$ cat src/rtl/sps_pkg.sv
`timescale 1ns / 1ps

package sps_pkg;

  localparam int REQ_TYPE_W = 2;
  localparam int RAND_W     = 31;
  localparam int PCT_W      = 15;
  localparam int SAMPLE_W   = 6;
  localparam int TOTAL_W    = 7;
  localparam int POP_W      = 7;
  localparam int CFG_IDX_W  = 4;
  localparam int CFG_DATA_W = 15;

  localparam logic [POP_W-1:0] POP_RESET      = 7'd64;
  localparam logic [PCT_W-1:0] INIT_PCT_RESET = 15'd1280;

  // percent in q7.8: value * pct / 25600, rounded half up
  localparam int PCT_FRAC    = 8;
  localparam int PCT_HALF    = 12800;
  // divide by 100 as multiply by reciprocal, exact for the operand range used
  localparam int RECIP_W     = 13;
  localparam logic [RECIP_W-1:0] RECIP = 13'd5243;
  localparam int RECIP_SHIFT = 19;
  localparam int MIN_ADD     = 2;

  typedef enum logic [REQ_TYPE_W-1:0] {
    REQ_RESTART = 2'd0,
    REQ_SHUFFLE = 2'd1,
    REQ_EXPAND  = 2'd2
  } req_type_e;

  typedef enum logic [CFG_IDX_W-1:0] {
    CFG_POP_SIZE = 4'd0,
    CFG_INIT_PCT = 4'd1
  } cfg_idx_e;

  typedef struct packed {
    logic accept;
    logic restart;
    logic div_step;
    logic rd_j;
    logic rd_k;
    logic wr_j;
    logic wr_k;
    logic mul1;
    logic mul2;
    logic plan;
    logic rd_cur;
    logic emit;
  } sps_cmd_t;

  typedef struct packed {
    logic shuf_done;
    logic div_last;
    logic plan_empty;
    logic emit_last;
    logic out_free;
  } sps_status_t;

endpackage

$ cat src/rtl/sps_req_if.sv
`timescale 1ns / 1ps

interface sps_req_if import sps_pkg::*; ();
  logic                  valid;
  logic                  ready;
  logic [REQ_TYPE_W-1:0] req_type;
  logic [RAND_W-1:0]     rand_word;
  logic [PCT_W-1:0]      add_percent;

  modport source (output valid, req_type, rand_word, add_percent, input ready);
  modport sink   (input valid, req_type, rand_word, add_percent, output ready);
endinterface

$ cat src/rtl/sps_res_if.sv
`timescale 1ns / 1ps

interface sps_res_if import sps_pkg::*; ();
  logic                valid;
  logic                ready;
  logic [SAMPLE_W-1:0] sample_index;
  logic                last_of_run;
  logic [TOTAL_W-1:0]  selected_total;

  modport source (output valid, sample_index, last_of_run, selected_total, input ready);
  modport sink   (input valid, sample_index, last_of_run, selected_total, output ready);
endinterface

$ cat src/rtl/sps_cfg_if.sv
`timescale 1ns / 1ps

interface sps_cfg_if import sps_pkg::*; ();
  logic                  valid;
  logic                  ready;
  logic [CFG_IDX_W-1:0]  index;
  logic [CFG_DATA_W-1:0] data;

  modport source (output valid, index, data, input ready);
  modport sink   (input valid, index, data, output ready);
endinterface

$ cat src/rtl/shuffled_progressive_sampler_top.sv
`timescale 1ns / 1ps

// channel  dir  role    word
// req_i    in   sink    req_type, rand_word, add_percent
// res_o    out  source  sample_index, last_of_run, selected_total
// cfg_i    in   sink    index, data (always ready)
//
// restart completes on acceptance; an expand request runs mul1, mul2, plan,
// then a read and an emit per index; a shuffle step runs the bit-serial
// remainder, then a swap through the permutation memory's single write port
// reset marks every permutation entry unwritten, which reads as identity
// a stalled result holds in the output register and blocks further emits
module shuffled_progressive_sampler_top import sps_pkg::*; #(
  parameter int MAX_POPULATION = 64
) (
  input  logic      clk_i,
  input  logic      rst_ni,
  sps_req_if.sink   req_i,
  sps_res_if.source res_o,
  sps_cfg_if.sink   cfg_i
);

  sps_cmd_t    cmd;
  sps_status_t status;
  logic        in_ready;

  assign req_i.ready = in_ready;

  sps_ctrl u_ctrl (
    .clk_i      (clk_i),
    .rst_ni     (rst_ni),
    .in_valid_i (req_i.valid),
    .req_type_i (req_i.req_type),
    .in_ready_o (in_ready),
    .status_i   (status),
    .cmd_o      (cmd)
  );

  sps_dp #(
    .MAX_POPULATION (MAX_POPULATION)
  ) u_dp (
    .clk_i         (clk_i),
    .rst_ni        (rst_ni),
    .rand_word_i   (req_i.rand_word),
    .add_percent_i (req_i.add_percent),
    .cmd_i         (cmd),
    .status_o      (status),
    .res_o         (res_o),
    .cfg_i         (cfg_i)
  );

endmodule

$ cat src/rtl/sps_ctrl.sv
`timescale 1ns / 1ps

module sps_ctrl import sps_pkg::*; (
  input  logic                  clk_i,
  input  logic                  rst_ni,
  input  logic                  in_valid_i,
  input  logic [REQ_TYPE_W-1:0] req_type_i,
  output logic                  in_ready_o,
  input  sps_status_t           status_i,
  output sps_cmd_t              cmd_o
);

  typedef enum logic [10:0] {
    S_IDLE = 11'b000_0000_0001,
    S_DIV  = 11'b000_0000_0010,
    S_RDJ  = 11'b000_0000_0100,
    S_RDK  = 11'b000_0000_1000,
    S_WRJ  = 11'b000_0001_0000,
    S_WRK  = 11'b000_0010_0000,
    S_MUL1 = 11'b000_0100_0000,
    S_MUL2 = 11'b000_1000_0000,
    S_PLAN = 11'b001_0000_0000,
    S_RD   = 11'b010_0000_0000,
    S_EMIT = 11'b100_0000_0000
  } state_e;

  state_e state_q, state_d;

  always_comb begin
    state_d    = state_q;
    cmd_o      = '0;
    in_ready_o = 1'b0;
    case (state_q)
      S_IDLE: begin
        in_ready_o = 1'b1;
        if (in_valid_i) begin
          cmd_o.accept = 1'b1;
          case (req_type_i)
            REQ_RESTART: cmd_o.restart = 1'b1;
            REQ_SHUFFLE: begin
              if (!status_i.shuf_done) state_d = S_DIV;
            end
            REQ_EXPAND: state_d = S_MUL1;
            default: state_d = S_IDLE;
          endcase
        end
      end
      S_DIV: begin
        cmd_o.div_step = 1'b1;
        if (status_i.div_last) state_d = S_RDJ;
      end
      S_RDJ: begin
        cmd_o.rd_j = 1'b1;
        state_d    = S_RDK;
      end
      S_RDK: begin
        cmd_o.rd_k = 1'b1;
        state_d    = S_WRJ;
      end
      S_WRJ: begin
        cmd_o.wr_j = 1'b1;
        state_d    = S_WRK;
      end
      S_WRK: begin
        cmd_o.wr_k = 1'b1;
        state_d    = S_IDLE;
      end
      S_MUL1: begin
        cmd_o.mul1 = 1'b1;
        state_d    = S_MUL2;
      end
      S_MUL2: begin
        cmd_o.mul2 = 1'b1;
        state_d    = S_PLAN;
      end
      S_PLAN: begin
        cmd_o.plan = 1'b1;
        state_d    = status_i.plan_empty ? S_IDLE : S_RD;
      end
      S_RD: begin
        cmd_o.rd_cur = 1'b1;
        state_d      = S_EMIT;
      end
      S_EMIT: begin
        if (status_i.out_free) begin
          cmd_o.emit = 1'b1;
          state_d    = status_i.emit_last ? S_IDLE : S_RD;
        end
      end
      default: state_d = S_IDLE;
    endcase
  end

  always_ff @(posedge clk_i or negedge rst_ni) begin
    if (!rst_ni) begin
      state_q <= S_IDLE;
    end else begin
      state_q <= state_d;
    end
  end

endmodule

$ cat src/rtl/sps_dp.sv
`timescale 1ns / 1ps

module sps_dp import sps_pkg::*; #(
  parameter int MAX_POPULATION = 64
) (
  input  logic              clk_i,
  input  logic              rst_ni,
  input  logic [RAND_W-1:0] rand_word_i,
  input  logic [PCT_W-1:0]  add_percent_i,
  input  sps_cmd_t          cmd_i,
  output sps_status_t       status_o,
  sps_res_if.source         res_o,
  sps_cfg_if.sink           cfg_i
);

  localparam int IDX_W     = $clog2(MAX_POPULATION);
  localparam int CNT_W     = $clog2(MAX_POPULATION + 1);
  localparam int DIV_CNT_W = $clog2(RAND_W);
  localparam int PROD1_W   = CNT_W + PCT_W;
  localparam int Y_W       = PROD1_W - PCT_FRAC;
  localparam int P2_W      = Y_W + RECIP_W;
  localparam int ADD_W     = P2_W - RECIP_SHIFT;
  localparam int SUM_W     = ADD_W + 1;
  localparam logic [CNT_W-1:0] MAX_N = CNT_W'(MAX_POPULATION);

  // configuration registers
  logic [POP_W-1:0] pop_size_q;
  logic [PCT_W-1:0] init_pct_q;

  assign cfg_i.ready = 1'b1;

  always_ff @(posedge clk_i or negedge rst_ni) begin
    if (!rst_ni) begin
      pop_size_q <= POP_RESET;
      init_pct_q <= INIT_PCT_RESET;
    end else if (cfg_i.valid) begin
      case (cfg_i.index)
        CFG_POP_SIZE: pop_size_q <= cfg_i.data[POP_W-1:0];
        CFG_INIT_PCT: init_pct_q <= cfg_i.data[PCT_W-1:0];
        default: begin
        end
      endcase
    end
  end

  logic [CNT_W-1:0] n_eff;
  logic [CNT_W-1:0] c_eff;
  logic [CNT_W-1:0] count_q;
  logic [CNT_W-1:0] j_q;

  always_comb begin
    if (pop_size_q == '0) begin
      n_eff = CNT_W'(1);
    end else if (pop_size_q > POP_W'(MAX_POPULATION)) begin
      n_eff = MAX_N;
    end else begin
      n_eff = CNT_W'(pop_size_q);
    end
  end

  assign c_eff = (count_q > n_eff) ? n_eff : count_q;

  // serial remainder, one dividend bit per cycle
  logic [RAND_W-1:0]    dividend_q;
  logic [CNT_W-1:0]     d_q;
  logic [CNT_W-1:0]     rem_q;
  logic [DIV_CNT_W-1:0] div_cnt_q;
  logic [CNT_W:0]       trial;
  logic [CNT_W-1:0]     rem_next;

  assign trial    = {rem_q, dividend_q[RAND_W-1]};
  assign rem_next = (trial >= {1'b0, d_q}) ? CNT_W'(trial - {1'b0, d_q}) : CNT_W'(trial);

  always_ff @(posedge clk_i) begin
    if (cmd_i.accept) begin
      dividend_q <= rand_word_i;
      rem_q      <= '0;
      div_cnt_q  <= '0;
      d_q        <= n_eff - j_q;
    end else if (cmd_i.div_step) begin
      dividend_q <= dividend_q << 1;
      rem_q      <= rem_next;
      div_cnt_q  <= div_cnt_q + DIV_CNT_W'(1);
    end
  end

  logic [CNT_W-1:0] k_sum;
  logic [IDX_W-1:0] j_idx;
  logic [IDX_W-1:0] k_idx;

  assign k_sum = j_q + rem_q;
  assign j_idx = j_q[IDX_W-1:0];
  assign k_idx = k_sum[IDX_W-1:0];

  // permutation store, entries not yet written read as their own index
  logic [IDX_W-1:0]          perm_mem [MAX_POPULATION];
  logic [MAX_POPULATION-1:0] vld_q;
  logic [IDX_W-1:0]          rd_data_q;
  logic [IDX_W-1:0]          rd_addr_q;
  logic                      rd_vld_q;
  logic [IDX_W-1:0]          rd_val;
  logic [IDX_W-1:0]          rd_addr;
  logic                      rd_en;
  logic [IDX_W-1:0]          wr_addr;
  logic [IDX_W-1:0]          wr_data;
  logic                      wr_en;
  logic [IDX_W-1:0]          tmp_q;
  logic [CNT_W-1:0]          cur_q;
  logic [CNT_W-1:0]          stop_q;

  always_comb begin
    if (cmd_i.rd_k) begin
      rd_addr = k_idx;
    end else if (cmd_i.rd_cur) begin
      rd_addr = cur_q[IDX_W-1:0];
    end else begin
      rd_addr = j_idx;
    end
  end

  assign rd_en   = cmd_i.rd_j | cmd_i.rd_k | cmd_i.rd_cur;
  assign wr_en   = cmd_i.wr_j | cmd_i.wr_k;
  assign wr_addr = cmd_i.wr_k ? k_idx : j_idx;
  assign wr_data = cmd_i.wr_k ? tmp_q : rd_val;
  assign rd_val  = rd_vld_q ? rd_data_q : rd_addr_q;

  always_ff @(posedge clk_i) begin
    if (wr_en) begin
      perm_mem[wr_addr] <= wr_data;
    end
    if (rd_en) begin
      rd_data_q <= perm_mem[rd_addr];
      rd_vld_q  <= vld_q[rd_addr];
      rd_addr_q <= rd_addr;
    end
    if (cmd_i.rd_k) begin
      tmp_q <= rd_val;
    end
  end

  // subset size arithmetic
  logic [PCT_W-1:0]   pct_q;
  logic [PROD1_W-1:0] prod1_q;
  logic [P2_W-1:0]    prod2_q;
  logic [CNT_W-1:0]   mul_v;
  logic [PCT_W-1:0]   mul_p;
  logic [ADD_W-1:0]   add_raw;
  logic [ADD_W-1:0]   add_adj;
  logic [SUM_W-1:0]   sum;
  logic [CNT_W-1:0]   stop_d;

  assign mul_v   = (c_eff == '0) ? n_eff : c_eff;
  assign mul_p   = (c_eff == '0) ? init_pct_q : pct_q;
  assign add_raw = prod2_q[P2_W-1:RECIP_SHIFT];
  assign add_adj = (add_raw == '0 && c_eff != n_eff) ? ADD_W'(MIN_ADD) : add_raw;
  assign sum     = SUM_W'(c_eff) + SUM_W'(add_adj);
  assign stop_d  = (sum >= SUM_W'(n_eff)) ? n_eff : CNT_W'(sum);

  always_ff @(posedge clk_i) begin
    if (cmd_i.accept) begin
      pct_q <= add_percent_i;
    end
    if (cmd_i.mul1) begin
      prod1_q <= PROD1_W'(mul_v) * PROD1_W'(mul_p) + PROD1_W'(PCT_HALF);
    end
    if (cmd_i.mul2) begin
      prod2_q <= P2_W'(prod1_q[PROD1_W-1:PCT_FRAC]) * P2_W'(RECIP);
    end
    if (cmd_i.plan) begin
      cur_q  <= c_eff;
      stop_q <= stop_d;
    end else if (cmd_i.emit) begin
      cur_q <= cur_q + CNT_W'(1);
    end
  end

  // control state
  always_ff @(posedge clk_i or negedge rst_ni) begin
    if (!rst_ni) begin
      vld_q   <= '0;
      j_q     <= '0;
      count_q <= '0;
    end else if (cmd_i.restart) begin
      vld_q   <= '0;
      j_q     <= '0;
      count_q <= '0;
    end else begin
      if (wr_en) vld_q[wr_addr] <= 1'b1;
      if (cmd_i.wr_k) j_q <= j_q + CNT_W'(1);
      if (cmd_i.plan) count_q <= stop_d;
    end
  end

  // output register
  logic                out_valid_q;
  logic [SAMPLE_W-1:0] out_index_q;
  logic                out_last_q;
  logic [TOTAL_W-1:0]  out_total_q;

  always_ff @(posedge clk_i or negedge rst_ni) begin
    if (!rst_ni) begin
      out_valid_q <= 1'b0;
    end else if (cmd_i.emit) begin
      out_valid_q <= 1'b1;
    end else if (res_o.ready) begin
      out_valid_q <= 1'b0;
    end
  end

  always_ff @(posedge clk_i) begin
    if (cmd_i.emit) begin
      out_index_q <= SAMPLE_W'(rd_val);
      out_last_q  <= status_o.emit_last;
      out_total_q <= TOTAL_W'(stop_q);
    end
  end

  assign res_o.valid          = out_valid_q;
  assign res_o.sample_index   = out_index_q;
  assign res_o.last_of_run    = out_last_q;
  assign res_o.selected_total = out_total_q;

  assign status_o.shuf_done  = (j_q + CNT_W'(1)) >= n_eff;
  assign status_o.div_last   = div_cnt_q == DIV_CNT_W'(RAND_W - 1);
  assign status_o.plan_empty = stop_d == c_eff;
  assign status_o.emit_last  = (cur_q + CNT_W'(1)) == stop_q;
  assign status_o.out_free   = !out_valid_q || res_o.ready;

endmodule

$ cat src/flat_wrapper.sv
// flat-port wrapper written by rule: the top's interface ports become plain ports
module shuffled_progressive_sampler_top_flat import sps_pkg::*;
#(
  parameter int MAX_POPULATION = 64
)
  (clk_i, rst_ni, req_i_valid, req_i_req_type, req_i_rand_word, req_i_add_percent, req_i_ready, res_o_valid, res_o_sample_index, res_o_last_of_run, res_o_selected_total, res_o_ready, cfg_i_valid, cfg_i_index, cfg_i_data, cfg_i_ready);
  sps_req_if req_i_i ();
  sps_res_if res_o_i ();
  sps_cfg_if cfg_i_i ();
  input  logic clk_i;
  input  logic rst_ni;
  input wire logic [$bits(req_i_i.valid)-1:0] req_i_valid;
  input wire logic [$bits(req_i_i.req_type)-1:0] req_i_req_type;
  input wire logic [$bits(req_i_i.rand_word)-1:0] req_i_rand_word;
  input wire logic [$bits(req_i_i.add_percent)-1:0] req_i_add_percent;
  output wire logic [$bits(req_i_i.ready)-1:0] req_i_ready;
  output wire logic [$bits(res_o_i.valid)-1:0] res_o_valid;
  output wire logic [$bits(res_o_i.sample_index)-1:0] res_o_sample_index;
  output wire logic [$bits(res_o_i.last_of_run)-1:0] res_o_last_of_run;
  output wire logic [$bits(res_o_i.selected_total)-1:0] res_o_selected_total;
  input wire logic [$bits(res_o_i.ready)-1:0] res_o_ready;
  input wire logic [$bits(cfg_i_i.valid)-1:0] cfg_i_valid;
  input wire logic [$bits(cfg_i_i.index)-1:0] cfg_i_index;
  input wire logic [$bits(cfg_i_i.data)-1:0] cfg_i_data;
  output wire logic [$bits(cfg_i_i.ready)-1:0] cfg_i_ready;
  assign req_i_i.valid = req_i_valid;
  assign req_i_i.req_type = req_i_req_type;
  assign req_i_i.rand_word = req_i_rand_word;
  assign req_i_i.add_percent = req_i_add_percent;
  assign req_i_ready = req_i_i.ready;
  assign res_o_valid = res_o_i.valid;
  assign res_o_sample_index = res_o_i.sample_index;
  assign res_o_last_of_run = res_o_i.last_of_run;
  assign res_o_selected_total = res_o_i.selected_total;
  assign res_o_i.ready = res_o_ready;
  assign cfg_i_i.valid = cfg_i_valid;
  assign cfg_i_i.index = cfg_i_index;
  assign cfg_i_i.data = cfg_i_data;
  assign cfg_i_ready = cfg_i_i.ready;
  shuffled_progressive_sampler_top #(.MAX_POPULATION(MAX_POPULATION)) u_core (.clk_i(clk_i), .rst_ni(rst_ni), .req_i(req_i_i), .res_o(res_o_i), .cfg_i(cfg_i_i));
endmodule
$ cat config.mk
export PLATFORM = sky130hd
export DESIGN_NAME = shuffled_progressive_sampler_top_flat
export DESIGN_NICKNAME = d
export VERILOG_FILES = /design/src/rtl/sps_pkg.sv /design/src/rtl/sps_req_if.sv /design/src/rtl/sps_res_if.sv /design/src/rtl/sps_cfg_if.sv /design/src/rtl/shuffled_progressive_sampler_top.sv /design/src/rtl/sps_ctrl.sv /design/src/rtl/sps_dp.sv /design/src/flat_wrapper.sv
export SDC_FILE = /design/constraint.sdc
export NUM_CORES = 1
export LEC_CHECK = 0
export ABC_AREA = 0
export ABC_CLOCK_PERIOD_IN_PS = 13450
export BUFFER_PORTS_ARGS = -buffer_cell sky130_fd_sc_hd__buf_4
export CAP_MARGIN = 10
export CORE_ASPECT_RATIO = 1.1
export CORE_UTILIZATION = 63
export CTS_CLUSTER_DIAMETER = 40
export DETAILED_ROUTE_END_ITERATION = 8
export PLACE_DENSITY = 0.8
export SETUP_SLACK_MARGIN = 0.4
export SYNTH_ARGS = -nofsm -noshare
export SYNTH_HDL_FRONTEND = slang
export SYNTH_HIERARCHICAL = 1
export SYNTH_SLANG_ARGS = --single-unit
export TNS_END_PERCENT = 10
$ cat constraint.sdc
create_clock -name clk_i -period 13.45 [get_ports clk_i]
set_input_delay 2.0175 -clock clk_i [delete_from_list [all_inputs] [get_ports clk_i]]
set_output_delay 2.0175 -clock clk_i [all_outputs]
set_load 0.03 [all_outputs]
==> run_results.csv <==
group,metric,value,unit
sta,max_freq,118.5,MHz
synthesis,seq_area_frac_synth,53.90,%
clock_network,clock_path_buffers,3,
setup_path,slowest_stage,"mux2i_4",
grt,grt.total_usage,28.64,%
setup_path,crit_arrival,8800,ps
setup_path,r2r_start,"u_core/u_dp/pop_size_q[6]",
synthesis,synth_top_cell_by_area,"edfxtp_1",
synthesis,synth_top_family_by_area,"adder cells",
place,dp.final_hpwl,50830,µm
finish,drive_gt1_share,18.48,%
sta,rsz0062_at_grt,"no",
synthesis,yosysWarnings,6,
synthesis,synth.area.mux_share,12.26,%
hold_path,hold_depth,0,
sta,hold_viol,0,
finish,multi_input_area,14310,µm²
setup_path,path_buf_inv,3,
sta,min_period,8435,ps
finish,layout_common_cells,"edfxtp_1, nor2_1, inv_1, ha_1, fa_1",
clock_network,clock_latency,620,ps
hold_path,hold_start,"u_core/u_dp/stop_q[6]",
setup_path,critical_path.top_delay_family,"adder cells",
sta,worst_slew_pin_slew,1282,ps
finish,antennaDiodeCount,0,
synthesis,syn_avg_cell_area,13.71,µm²
sta,max-slew-margin-rel,14.52,%
clock_network,clk_pin_slew_worst_paths,50,ps
synthesis,synthCells,2469,
power_and_ir_drop,p_seq_share,25.4,%
clock_network,cts_resized,0,
synthesis,synth_compound_area_share,4.717,%
grt,first_global_vias,21225,
drt,drtIter0Drc,1817,
clock_network,ctsHoldBuffers,0,
setup_path,worst_path_largest_cell_delay,750,ps
floorplan,rows,88,
setup_path,cp-end-kind,"flop",
setup_path,crit_path_max_fanout,19,
power_and_ir_drop,clock_power_share,20.3,%
hold_path,min_path_type,"reg2reg",
setup_path,cp-startpoint,"u_core/u_dp/pop_size_q[6]",
synthesis,synth-edff-count,506,
clock_network,post_cts_buffers,0,
finish,area_growth,11.27,%
setup_path,worstSetupPathType,"reg2reg",
clock_network,clock_sinks,630,
place,port_buffers,87,
floorplan,die_x,223.0,µm
sta,finClkSkew,24.52,ps
sta,period_share,62.72,%
run,max_cap_viol_count,0,
finish,final_core_util,71.40,%
setup_path,r2r_slack,5010,ps
power_and_ir_drop,p_int,5.809,mW
power_and_ir_drop,p_leak,15.13,nW
synthesis,synth_flop_cell,"edfxtp_1",
synthesis,ys_ff_latch,630,
setup_path,startpoint_type,"flop",
status,status,"completed",
finish,seqCellArea,18240,µm²
sta,finalMaxSlewViolations,0,
synthesis,syn_nets,2869,
finish,finalNetCount,2956,
grt,antenna_found_initial,0,
floorplan,coreArea,52740,µm²
sta,setup_tns,0,ps
power_and_ir_drop,power_frac_comb,54.3,%
setup_path,rr_worst_depth,27,
synthesis,synth_top_area_share,44.90,%
synthesis,async_reset_ff_share,17.78,%
place,place_inst,3154,
floorplan,die_h,245.1,µm
synthesis,synthAdderAreaFrac,15.03,%
drt,route.detailed.drc,0,
place,gp_congestion,0.9276,
synthesis,ys_types,78,
drt,post_drt_wl_per_cell,22.96,µm
drt,vias,20539,
finish,nFillCells,3354,
clock_network,cts_tree,"yes",
grt,grt_start_max_net_pins,113,
synthesis,synth-simple-area-share,8.089,%
synthesis,synth_area,33840,µm²
floorplan,ios,89,
synthesis,ys_top_cells_by_area,"edfxtp_1, dfrtp_1, fa_1, mux4_2, ha_1",
floorplan,initial_core_util,64.17,%
grt,grt_pass1_wl,118700,µm
floorplan,die-area,54650,µm²
drt,antenna_left,0,
power_and_ir_drop,power_switching,3.946,mW
power_and_ir_drop,p_total,9.755,mW
power_and_ir_drop,swShare,40.45,%
clock_network,h-tree-depth,3,
finish,final_common_cell,"edfxtp_1",
finish,fin_cells,3288,
sta,setup-violations-final,0,
synthesis,synth_xor_area_share,2.019,%
drt,routed_wl,75490,µm
setup_path,r2r-end,"u_core/u_dp/prod1_q[21]",
hold_path,min_to,"u_core/u_dp/res_o.selected_total[6]",
drt,drt-pass1-iter-count,6,
clock_network,root_buffer,"clkbuf_16",
drt,avgViaCountPerCell,6.247,
setup_path,crit_required,13810,ps
power_and_ir_drop,power.density,259.0,nW/µm²
grt,grt_overflow,0,
power_and_ir_drop,ir_worst_vdd,0.3336,mV
clock_network,cts_made_buffers,72,
through the flow:
stage / cell area, µm² / setup slack [ps] / hold WS (ps)
6_report: 37660 / 5015 / 480.7
4_1_cts: 37600 / 5029 / 480.5
3_3_place_gp: 35170 / 5278 / 459.9
5_1_grt: 37660 / 4444 / 490.1
3_5_place_dp: 35170 / 5053 / 465.5
2_1_floorplan: 33840 / 5830 / 447.3
cell families after synthesis:
group,Yosys count
XOR/XNOR,78
flip-flops,630
AND/OR/NAND/NOR,591
AO/OA/AOI/OAI,231
multiplexers,265
adder cells (fa/ha/maj),328
buffers and inverters,345
other,1
cell usage after synthesis, types with 24 or more instances:
library cell and instances:
fa_1 131, xor2_1 25, o21ai_0 31, nor2_1 326, dfrtp_1 108, clkbuf_1 73
nor2b_1 32, xnor2_1 53, ha_1 197, mux2_2 65, edfxtp_1 506, inv_1 241
a21oi_1 52, nand2_1 87, mux4_2 112, mux2i_1 87, a211oi_1 43, or2_2 24
state kept, by name, indices dropped and copies added (netlist names), 5 cells and up:
signal	flops
u_core/u_dp/res_o.selected_total	7
u_core/u_dp/rd_data_q	6
u_core/u_ctrl/state_q	11
u_core/u_dp/count_q	7
u_core/u_dp/vld_q	64
u_core/u_dp/stop_q	7
u_core/u_dp/res_o.sample_index	6
u_core/u_dp/prod1_q	14
u_core/u_dp/rem_q	7
u_core/u_dp/d_q	7
u_core/u_dp/pop_size_q	7
u_core/u_dp/div_cnt_q	5
u_core/u_dp/cur_q	7
u_core/u_dp/perm_mem	384
u_core/u_dp/tmp_q	6
u_core/u_dp/j_q	7
u_core/u_dp/init_pct_q	15
u_core/u_dp/rd_addr_q	6
u_core/u_dp/dividend_q	31
u_core/u_dp/pct_q	15
u_core/u_dp/prod2_q	8
power groups by stage:
stage	sequential, mW	combinational [mW]	clock, mW
final	2.48	5.30	1.98
after global routing	2.49	6.08	2.08
after CTS	2.48	5.32	2.00
after detailed placement	2.52	5.25	0
after global placement	2.51	5.02	0
after floorplan	2.48	3.96	0
final cells by class:
type | count | area share (%)
sequential | 630 | 48.44
multi-input combinational | 1494 | 38.01
timing repair buffer | 116 | 2.445
clock inverter | 43 | 1.316
clock buffer | 88 | 5.133
tap | 675 | 2.243
inverter | 242 | 2.412
worst max-delay path by stage:
stage                                         end  slack (ps)  cells after the start
final                     u_core/u_dp/prod1_q[21]        5010                     27
after global placement    u_core/u_dp/prod1_q[21]        5280                     27
after global routing      u_core/u_dp/prod1_q[21]        4440                     27
after floorplan           u_core/u_dp/prod1_q[21]        5830                     31
after CTS                 u_core/u_dp/prod1_q[21]        5030                     27
after detailed placement  u_core/u_dp/prod1_q[21]        5050                     27
metal layers:
metal / wire [µm] / share of wire, % / vias to the layer above / track usage, %
li1: - / - / 9037 / -
met1: 30590 / 41 / 10381 / 39.12
met2: 36590 / 48 / 953 / 47.33
met3: 6291 / 8.3 / 168 / 4.884
met4: 2011 / 2.7 / 0 / 9.087
met5: 0 / 0 / - / 0
(Power assumes the default switching activity.)
